File: src/hdl/utf8p_pkg.sv
package utf8p_pkg;

    // Default width of the line and column counters.
    localparam int unsigned POSITION_BITS_DEF = 16;

    localparam int unsigned CP_BITS  = 21;
    localparam int unsigned OUT_BITS = 16;
    localparam int unsigned BYTE_BITS = 8;

    localparam logic [CP_BITS-1:0]   BOM_VALUE    = 21'h00FEFF;
    localparam logic [BYTE_BITS-1:0] NEWLINE_BYTE = 8'h0A;

    // Kind of a result item.
    typedef enum logic [1:0] {
        ERR_NONE = 2'd0,
        ERR_LEAD = 2'd1,
        ERR_CONT = 2'd2
    } t_err_kind;

    // Position update requested by the decoder for one byte.
    typedef struct packed {
        logic advance_col;
        logic new_line;
    } t_pos_cmd;

    // One decoded result before it is joined with the position.
    typedef struct packed {
        logic               emit;
        logic [CP_BITS-1:0] code_point;
        t_err_kind          kind;
        logic               column_zero;
    } t_char;

endpackage

File: src/hdl/utf8_decoder_with_position_core.sv
// Channel   | Direction | Handshake                     | Payload
// ----------+-----------+-------------------------------+----------------------------------
// input     | in        | i_in_valid / o_in_stall       | i_byte_in
// result    | out       | o_out_valid / i_out_stall     | o_code_point, o_line_number,
//           |           |                               | o_column_number, o_error_kind
// config    | in        | i_cfg_valid / o_cfg_ready     | i_cfg_data
//
// One item is accepted per cycle while the result side keeps up; a result is
// offered once its byte has passed through the input register, one decode
// step and the result register.
// Synchronous active-low reset clears the decoder, sets line and column to 1
// and re-arms byte order mark skipping. A result-side stall holds the result
// register; the empty input register takes one more item, then o_in_stall rises.
module utf8_decoder_with_position_core #(
    parameter int unsigned POSITION_BITS = utf8p_pkg::POSITION_BITS_DEF
) (
    input  logic                               i_clk,
    input  logic                               i_rst_n,
    // Byte input channel.
    input  logic                               i_in_valid,
    output logic                               o_in_stall,
    input  logic [utf8p_pkg::BYTE_BITS-1:0]    i_byte_in,
    // Result channel.
    output logic                               o_out_valid,
    input  logic                               i_out_stall,
    output logic [utf8p_pkg::CP_BITS-1:0]      o_code_point,
    output logic [utf8p_pkg::OUT_BITS-1:0]     o_line_number,
    output logic [utf8p_pkg::OUT_BITS-1:0]     o_column_number,
    output logic [1:0]                         o_error_kind,
    // Configuration write channel: skip_byte_order_mark.
    input  logic                               i_cfg_valid,
    output logic                               o_cfg_ready,
    input  logic                               i_cfg_data
);

    // Input register stage.
    logic                              r_in_valid;
    logic [utf8p_pkg::BYTE_BITS-1:0]   r_byte;

    // Result register stage.
    logic                              r_out_valid;
    logic [utf8p_pkg::CP_BITS-1:0]     r_code_point;
    logic [utf8p_pkg::OUT_BITS-1:0]    r_line_number;
    logic [utf8p_pkg::OUT_BITS-1:0]    r_column_number;
    utf8p_pkg::t_err_kind              r_error_kind;

    // Configuration register.
    logic                              r_skip_bom;

    logic                              out_ready;
    logic                              in_ready;
    logic                              step;
    utf8p_pkg::t_char                  dec_char;
    utf8p_pkg::t_pos_cmd               pos_cmd;
    logic [POSITION_BITS-1:0]          line_cnt;
    logic [POSITION_BITS-1:0]          col_cnt;
    logic [POSITION_BITS+utf8p_pkg::OUT_BITS-1:0] line_ext;
    logic [POSITION_BITS+utf8p_pkg::OUT_BITS-1:0] col_ext;

    // The result register frees up when it is empty or being taken; the
    // input register frees up when empty or when its item moves on.
    assign out_ready = !r_out_valid || !i_out_stall;
    assign step      = r_in_valid && out_ready;
    assign in_ready  = !r_in_valid || out_ready;
    assign o_in_stall = !in_ready;

    assign o_cfg_ready = 1'b1;

    always_ff @(posedge i_clk) begin
        if (!i_rst_n) begin
            r_skip_bom <= 1'b1;
        end else if (i_cfg_valid) begin
            r_skip_bom <= i_cfg_data;
        end
    end

    always_ff @(posedge i_clk) begin
        if (!i_rst_n) begin
            r_in_valid <= 1'b0;
        end else if (in_ready) begin
            r_in_valid <= i_in_valid;
        end
    end

    always_ff @(posedge i_clk) begin
        if (in_ready && i_in_valid) begin
            r_byte <= i_byte_in;
        end
    end

    utf8p_decode u_decode (
        .i_clk      (i_clk),
        .i_rst_n    (i_rst_n),
        .i_step     (step),
        .i_byte     (r_byte),
        .i_skip_bom (r_skip_bom),
        .o_char     (dec_char),
        .o_cmd      (pos_cmd)
    );

    utf8p_pos #(
        .POSITION_BITS (POSITION_BITS)
    ) u_pos (
        .i_clk    (i_clk),
        .i_rst_n  (i_rst_n),
        .i_step   (step),
        .i_cmd    (pos_cmd),
        .o_line   (line_cnt),
        .o_column (col_cnt)
    );

    // The output fields carry the low bits of the counters, zero-padded
    // when the counters are narrower than the ports.
    assign line_ext = {{utf8p_pkg::OUT_BITS{1'b0}}, line_cnt};
    assign col_ext  = {{utf8p_pkg::OUT_BITS{1'b0}}, col_cnt};

    always_ff @(posedge i_clk) begin
        if (!i_rst_n) begin
            r_out_valid <= 1'b0;
        end else if (out_ready) begin
            r_out_valid <= step && dec_char.emit;
        end
    end

    always_ff @(posedge i_clk) begin
        if (step && dec_char.emit) begin
            r_code_point    <= dec_char.code_point;
            r_line_number   <= line_ext[utf8p_pkg::OUT_BITS-1:0];
            r_column_number <= dec_char.column_zero ? '0
                                                    : col_ext[utf8p_pkg::OUT_BITS-1:0];
            r_error_kind    <= dec_char.kind;
        end
    end

    assign o_out_valid     = r_out_valid;
    assign o_code_point    = r_code_point;
    assign o_line_number   = r_line_number;
    assign o_column_number = r_column_number;
    assign o_error_kind    = r_error_kind;

endmodule

File: src/hdl/utf8p_pos.sv
module utf8p_pos #(
    parameter int unsigned POSITION_BITS = utf8p_pkg::POSITION_BITS_DEF
) (
    input  logic                     i_clk,
    input  logic                     i_rst_n,
    input  logic                     i_step,
    input  utf8p_pkg::t_pos_cmd      i_cmd,
    output logic [POSITION_BITS-1:0] o_line,
    output logic [POSITION_BITS-1:0] o_column
);

    localparam logic [POSITION_BITS-1:0] POS_ONE = POSITION_BITS'(1);
    localparam logic [POSITION_BITS-1:0] POS_MAX = '1;

    logic [POSITION_BITS-1:0] r_line;
    logic [POSITION_BITS-1:0] r_column;
    logic [POSITION_BITS-1:0] n_line;
    logic [POSITION_BITS-1:0] n_column;

    always_comb begin
        n_line   = r_line;
        n_column = r_column;
        if (i_step) begin
            if (i_cmd.new_line) begin
                n_line   = (r_line == POS_MAX) ? POS_MAX : r_line + POS_ONE;
                n_column = POS_ONE;
            end else if (i_cmd.advance_col) begin
                n_column = (r_column == POS_MAX) ? POS_MAX : r_column + POS_ONE;
            end
        end
    end

    always_ff @(posedge i_clk) begin
        if (!i_rst_n) begin
            r_line   <= POS_ONE;
            r_column <= POS_ONE;
        end else begin
            r_line   <= n_line;
            r_column <= n_column;
        end
    end

    assign o_line   = r_line;
    assign o_column = r_column;

endmodule

File: src/hdl/utf8p_decode.sv
module utf8p_decode (
    input  logic                              i_clk,
    input  logic                              i_rst_n,
    input  logic                              i_step,
    input  logic [utf8p_pkg::BYTE_BITS-1:0]   i_byte,
    input  logic                              i_skip_bom,
    output utf8p_pkg::t_char                  o_char,
    output utf8p_pkg::t_pos_cmd               o_cmd
);

    logic [1:0]                     r_remaining;
    logic [utf8p_pkg::CP_BITS-1:0]  r_partial;
    logic                           r_cont_bad;
    logic                           r_at_start;

    logic [1:0]                     n_remaining;
    logic [utf8p_pkg::CP_BITS-1:0]  n_partial;
    logic                           n_cont_bad;
    logic                           n_at_start;

    logic                           finish;
    logic                           single_byte;
    logic [utf8p_pkg::CP_BITS-1:0]  fin_cp;
    utf8p_pkg::t_err_kind           fin_kind;
    logic                           swallow;

    always_comb begin
        n_remaining = r_remaining;
        n_partial   = r_partial;
        n_cont_bad  = r_cont_bad;
        n_at_start  = r_at_start;
        finish      = 1'b0;
        single_byte = 1'b0;
        fin_cp      = '0;
        fin_kind    = utf8p_pkg::ERR_NONE;
        swallow     = 1'b0;
        o_char      = '0;
        o_cmd       = '0;

        if (r_remaining != 2'd0) begin
            // Inside a sequence every byte is taken as a continuation byte.
            n_cont_bad  = r_cont_bad | (i_byte[7:6] != 2'b10);
            n_partial   = {r_partial[utf8p_pkg::CP_BITS-7:0], i_byte[5:0]};
            n_remaining = r_remaining - 2'd1;
            if (n_remaining == 2'd0) begin
                finish   = 1'b1;
                fin_cp   = n_partial;
                fin_kind = n_cont_bad ? utf8p_pkg::ERR_CONT : utf8p_pkg::ERR_NONE;
            end
        end else if (!i_byte[7]) begin
            finish      = 1'b1;
            single_byte = 1'b1;
            fin_cp      = {13'd0, i_byte};
        end else begin
            n_cont_bad = 1'b0;
            priority if (i_byte[7:5] == 3'b110) begin
                n_partial   = {16'd0, i_byte[4:0]};
                n_remaining = 2'd1;
            end else if (i_byte[7:4] == 4'b1110) begin
                n_partial   = {17'd0, i_byte[3:0]};
                n_remaining = 2'd2;
            end else if (i_byte[7:3] == 5'b11110) begin
                n_partial   = {18'd0, i_byte[2:0]};
                n_remaining = 2'd3;
            end else begin
                // Bad lead byte: error result, position unchanged.
                n_partial          = '0;
                n_at_start         = 1'b0;
                o_char.emit        = 1'b1;
                o_char.code_point  = '0;
                o_char.kind        = utf8p_pkg::ERR_LEAD;
                o_char.column_zero = 1'b1;
            end
        end

        if (finish) begin
            n_at_start = 1'b0;
            swallow = r_at_start && i_skip_bom && (fin_kind == utf8p_pkg::ERR_NONE)
                      && (fin_cp == utf8p_pkg::BOM_VALUE);
            if (!swallow) begin
                o_char.emit        = 1'b1;
                o_char.code_point  = fin_cp;
                o_char.kind        = fin_kind;
                o_char.column_zero = 1'b0;
                if (single_byte && (i_byte == utf8p_pkg::NEWLINE_BYTE)) begin
                    o_cmd.new_line = 1'b1;
                end else begin
                    o_cmd.advance_col = 1'b1;
                end
            end
        end
    end

    always_ff @(posedge i_clk) begin
        if (!i_rst_n) begin
            r_remaining <= 2'd0;
            r_partial   <= '0;
            r_cont_bad  <= 1'b0;
            r_at_start  <= 1'b1;
        end else if (i_step) begin
            r_remaining <= n_remaining;
            r_partial   <= n_partial;
            r_cont_bad  <= n_cont_bad;
            r_at_start  <= n_at_start;
        end
    end

endmodule

File: config.mk
export PLATFORM = sky130hd
export DESIGN_NAME = utf8_decoder_with_position_core
export DESIGN_NICKNAME = d
export VERILOG_FILES = /design/src/hdl/utf8p_pkg.sv /design/src/hdl/utf8_decoder_with_position_core.sv /design/src/hdl/utf8p_pos.sv /design/src/hdl/utf8p_decode.sv
export SDC_FILE = /design/constraint.sdc
export NUM_CORES = 1
export LEC_CHECK = 0
export BUFFER_PORTS_ARGS = -buffer_cell sky130_fd_sc_hd__buf_2
export CAP_MARGIN = 20
export CORE_MARGIN = 10
export CORE_UTILIZATION = 35
export CTS_CLUSTER_SIZE = 25
export DETAILED_ROUTE_END_ITERATION = 8
export PLACE_DENSITY = 0.57
export SYNTH_ARGS = -nofsm -noshare
export SYNTH_HDL_FRONTEND = slang
export SYNTH_HIERARCHICAL = 1
export SYNTH_SLANG_ARGS = --single-unit
File: constraint.sdc
create_clock -name i_clk -period 5.2 [get_ports i_clk]
set_input_delay 1.04 -clock i_clk [delete_from_list [all_inputs] [get_ports i_clk]]
set_output_delay 1.04 -clock i_clk [all_outputs]
set_load 0.01 [all_outputs]
==> results_dict.tcl <==
set metrics [dict create \
    status "complete, no violations" \
    cts_tree "done" \
    vias 3744 \
    final_cells 710 \
    rows 43 \
    finalSetupTns_ns 0 \
    cts_sinks 117 \
    synthCells 446 \
    cpLargestDelayFamily "compound AO/OA/AOI/OAI gates" \
    synthSimpleGateAreaFrac 0.230 \
    swShare 0.206 \
    synth_seq_cells 117 \
    cpPeakStageDelay_ns 0.69 \
    multi_input_comb_area_sq_um 1940 \
    skew_ns 0.00663 \
    min_path_cells 2 \
    maxCapViolCount 0 \
    rsz0062_at_grt "no" \
    ant_nets 0 \
    cts_buffers 17 \
    worstHoldPathType "flop to flop" \
    gp_congestion 0.851 \
    grt_overflow_total 0 \
    grt.total_usage 0.117 \
    numPortBuffers 70 \
    ioPinCount 72 \
    synth_edf_count 63 \
    synth-compound-area-share 0.128 \
    synth.distinct_cells 74 \
    power_frac_comb 0.042 \
    crit_arrival_ns 3.59 \
    p_seq_frac 0.426 \
    antenna_found_initial 0 \
    synth_xor_area_frac 0.0104 \
    grt_pass1_wl_um 18900 \
    power_density_nw_per_um2 385 \
    finalSetupViolations 0 \
    synth_area_per_cell_sq_um 11.3 \
    path_buf_inv 1 \
    die-area_sq_um 19600 \
    die_width_um 140 \
    cp_max_fo 30 \
    nNetsFinal 533 \
    ys_warn_count 6 \
    power.leakage_uw 0.00224 \
    reg2regPathDepth 7 \
    synth-async-reset-ratio 0 \
    synth_fa_ha_area_frac 0.00496 \
    synth_mux_area_frac 0.00794 \
    start_util 0.360 \
    path_cells "and3_1 > a2111oi_2 > and2_1 > a21o_1 > nand2_1 > a21oi_4 > buf_12" \
    syn-num-nets 462 \
    dp_hpwl_um 7960 \
    synth_flop_cell "edfxtp_1" \
    maxSlewViolCount 0 \
    synth_top_area_frac 0.375 \
    reg2reg_slack_ns 1.71 \
    critPathCaptureType "flop" \
    route.detailed.drc 0 \
    synth.area.top_cells "edfxtp_1, dfxtp_1, nor2b_1, nand2_1, and3_1" \
    cp-start-kind "flop" \
    switchingPower_uw 492 \
    relSlewSlack 0.408 \
    first_global_vias 3652 \
    peakVddDrop_mv 0.204 \
    drtPass1Iterations 5 \
    final_common_cell "buf_2" \
    dieHeight_um 140 \
    synth_top_family_by_area "simple AND/OR/NAND/NOR gates" \
    p_clk_frac 0.532 \
    hold_violations 0 \
    via_per_inst 5.27 \
    nFillCells 1331 \
    clk_pin_slew_worst_paths_ns 0.05 \
    drive_above_1_share 0.240 \
    cp_slowest_cell "a21oi_4" \
    wirelength_um 11700 \
    antennaDiodeCount 0 \
    holdBufCountCts 0 \
    fin_crit_sh 0.672 \
    p_int_uw 1900 \
    wl_per_cell_um 16.5 \
    htreeDepth 4 \
    crit_required_ns 5.30 \
    cts_root_buf "clkbuf_16" \
    drt_iter0_drc 238 \
    criticalPathCategory "flop to flop" \
    cts.path.max_buffers 2 \
    seq_area_frac_synth 0.590 \
    syn_area_sq_um 5040 \
    dpl.cell_count 677 \
    insertion_delay_ns 0.41 \
    tightest_slew_ns 0.886 \
    cp.depth 7 \
    ff_latch_area_sq_um 2970 \
    finalPower_uw 2390 \
    cts_setup_buffers 0 \
    syn_to_final_growth_pct 23.0 \
    grt_max_degree 39 \
    synth_top_cell_by_area "edfxtp_1" \
    core-area_sq_um 14000 \
    post_cts_resized 0 \
    max_freq_mhz 286 \
    mostFrequentLayoutCells "buf_2, edfxtp_1, dfxtp_1" \
    post-route-min-period_ns 3.49 \
]
## synthesized netlist by cell type (3+ instances only)
cell and instances:
edfxtp_1 63, nor4_1 5, and3_2 3, buf_4 4
a31oi_1 6, clkbuf_1 11, o21ai_0 21, a21boi_0 5
and2_1 13, nand3_2 4, a22oi_1 10, or4_1 4
nand4_1 6, buf_2 4, nand2_1 36, xnor2_1 3
nand3_1 17, inv_1 11, nor3_1 12, xor2_1 3
a21oi_1 21, nor2_1 15, and3_1 21, mux2i_1 4
nor3b_1 3, nor2b_1 27, dfxtp_1 54
## area by class of cell
type | count | share of cell area
Clock buffer | 19 | 0.0714
Clock inverter | 13 | 0.0331
Inverter | 11 | 0.00666
Multi-Input combinational cell | 298 | 0.312
Sequential cell | 117 | 0.479
Tap cell | 180 | 0.0363
Timing Repair Buffer | 72 | 0.0609
## worst paths after layout
path	end	from
worst min-delay path	u_decode/r_at_start	u_decode/r_at_start
worst max register to register	o_line_number[8]	r_byte[7]
worst min register to register	u_decode/r_at_start	u_decode/r_at_start
worst max-delay path	o_line_number[8]	r_byte[7]
## metrics by stage
stage / utilization / hold WS (ns) / setup slack [ns] / cell area (sq um)
2_1_floorplan: - / 0.434 / 0.409 / 5040
3_3_place_gp: 0.396 / 0.455 / 1.82 / 5550
3_5_place_dp: 0.396 / 0.456 / 1.67 / 5550
4_1_cts: 0.443 / 0.464 / 1.65 / 6190
5_1_grt: 0.443 / 0.498 / 1.38 / 6200
6_report: 0.443 / 0.468 / 1.71 / 6200
## kinds of logic after synthesis
group,count (synthesis)
AOI/OAI and AO/OA,95
other,1
xor gates and xnor gates,6
DFF,117
muxes,4
buffers and inverters,31
adders and majority gates,2
and+or+nand+nor,190
## worst reg2reg max path, delay by kind of cell, from the launching register on
family          cells  cell delay, ns
compound gates      3            1.40
simple gates        3            0.96
flops               1            0.53
buf+inv             1            0.29
## registers in the layout, summed over array words and instances (netlist names)
signal                cells
u_pos/o_column           16
u_decode/r_remaining      2
o_line_number            16
u_decode/r_cont_bad       1
r_skip_bom                1
r_in_valid                1
u_pos/o_line             16
r_byte                    8
u_decode/r_partial       15
o_out_valid               1
u_decode/r_at_start       1
o_code_point             21
o_error_kind              2
o_column_number          16
## power by group through the flow
stage	logic, uW	clock network [uW]	registers [uW]
after floorplan	49.5	0	1050
after global placement	99.7	0	1040
after detailed placement	101	0	1040
after CTS	101	1290	1020
after global routing	110	1330	1020
final	99.6	1270	1020
## metal layers
metal  GRT usage  vias up  wire (um)
met5           0        -          0
met4      0.0462        0         95
met3      0.0341        4        541
met2       0.178      107       5420
met1       0.153     1809       5650
li1            -     1824          -
Power figures use the tool's default switching activity.
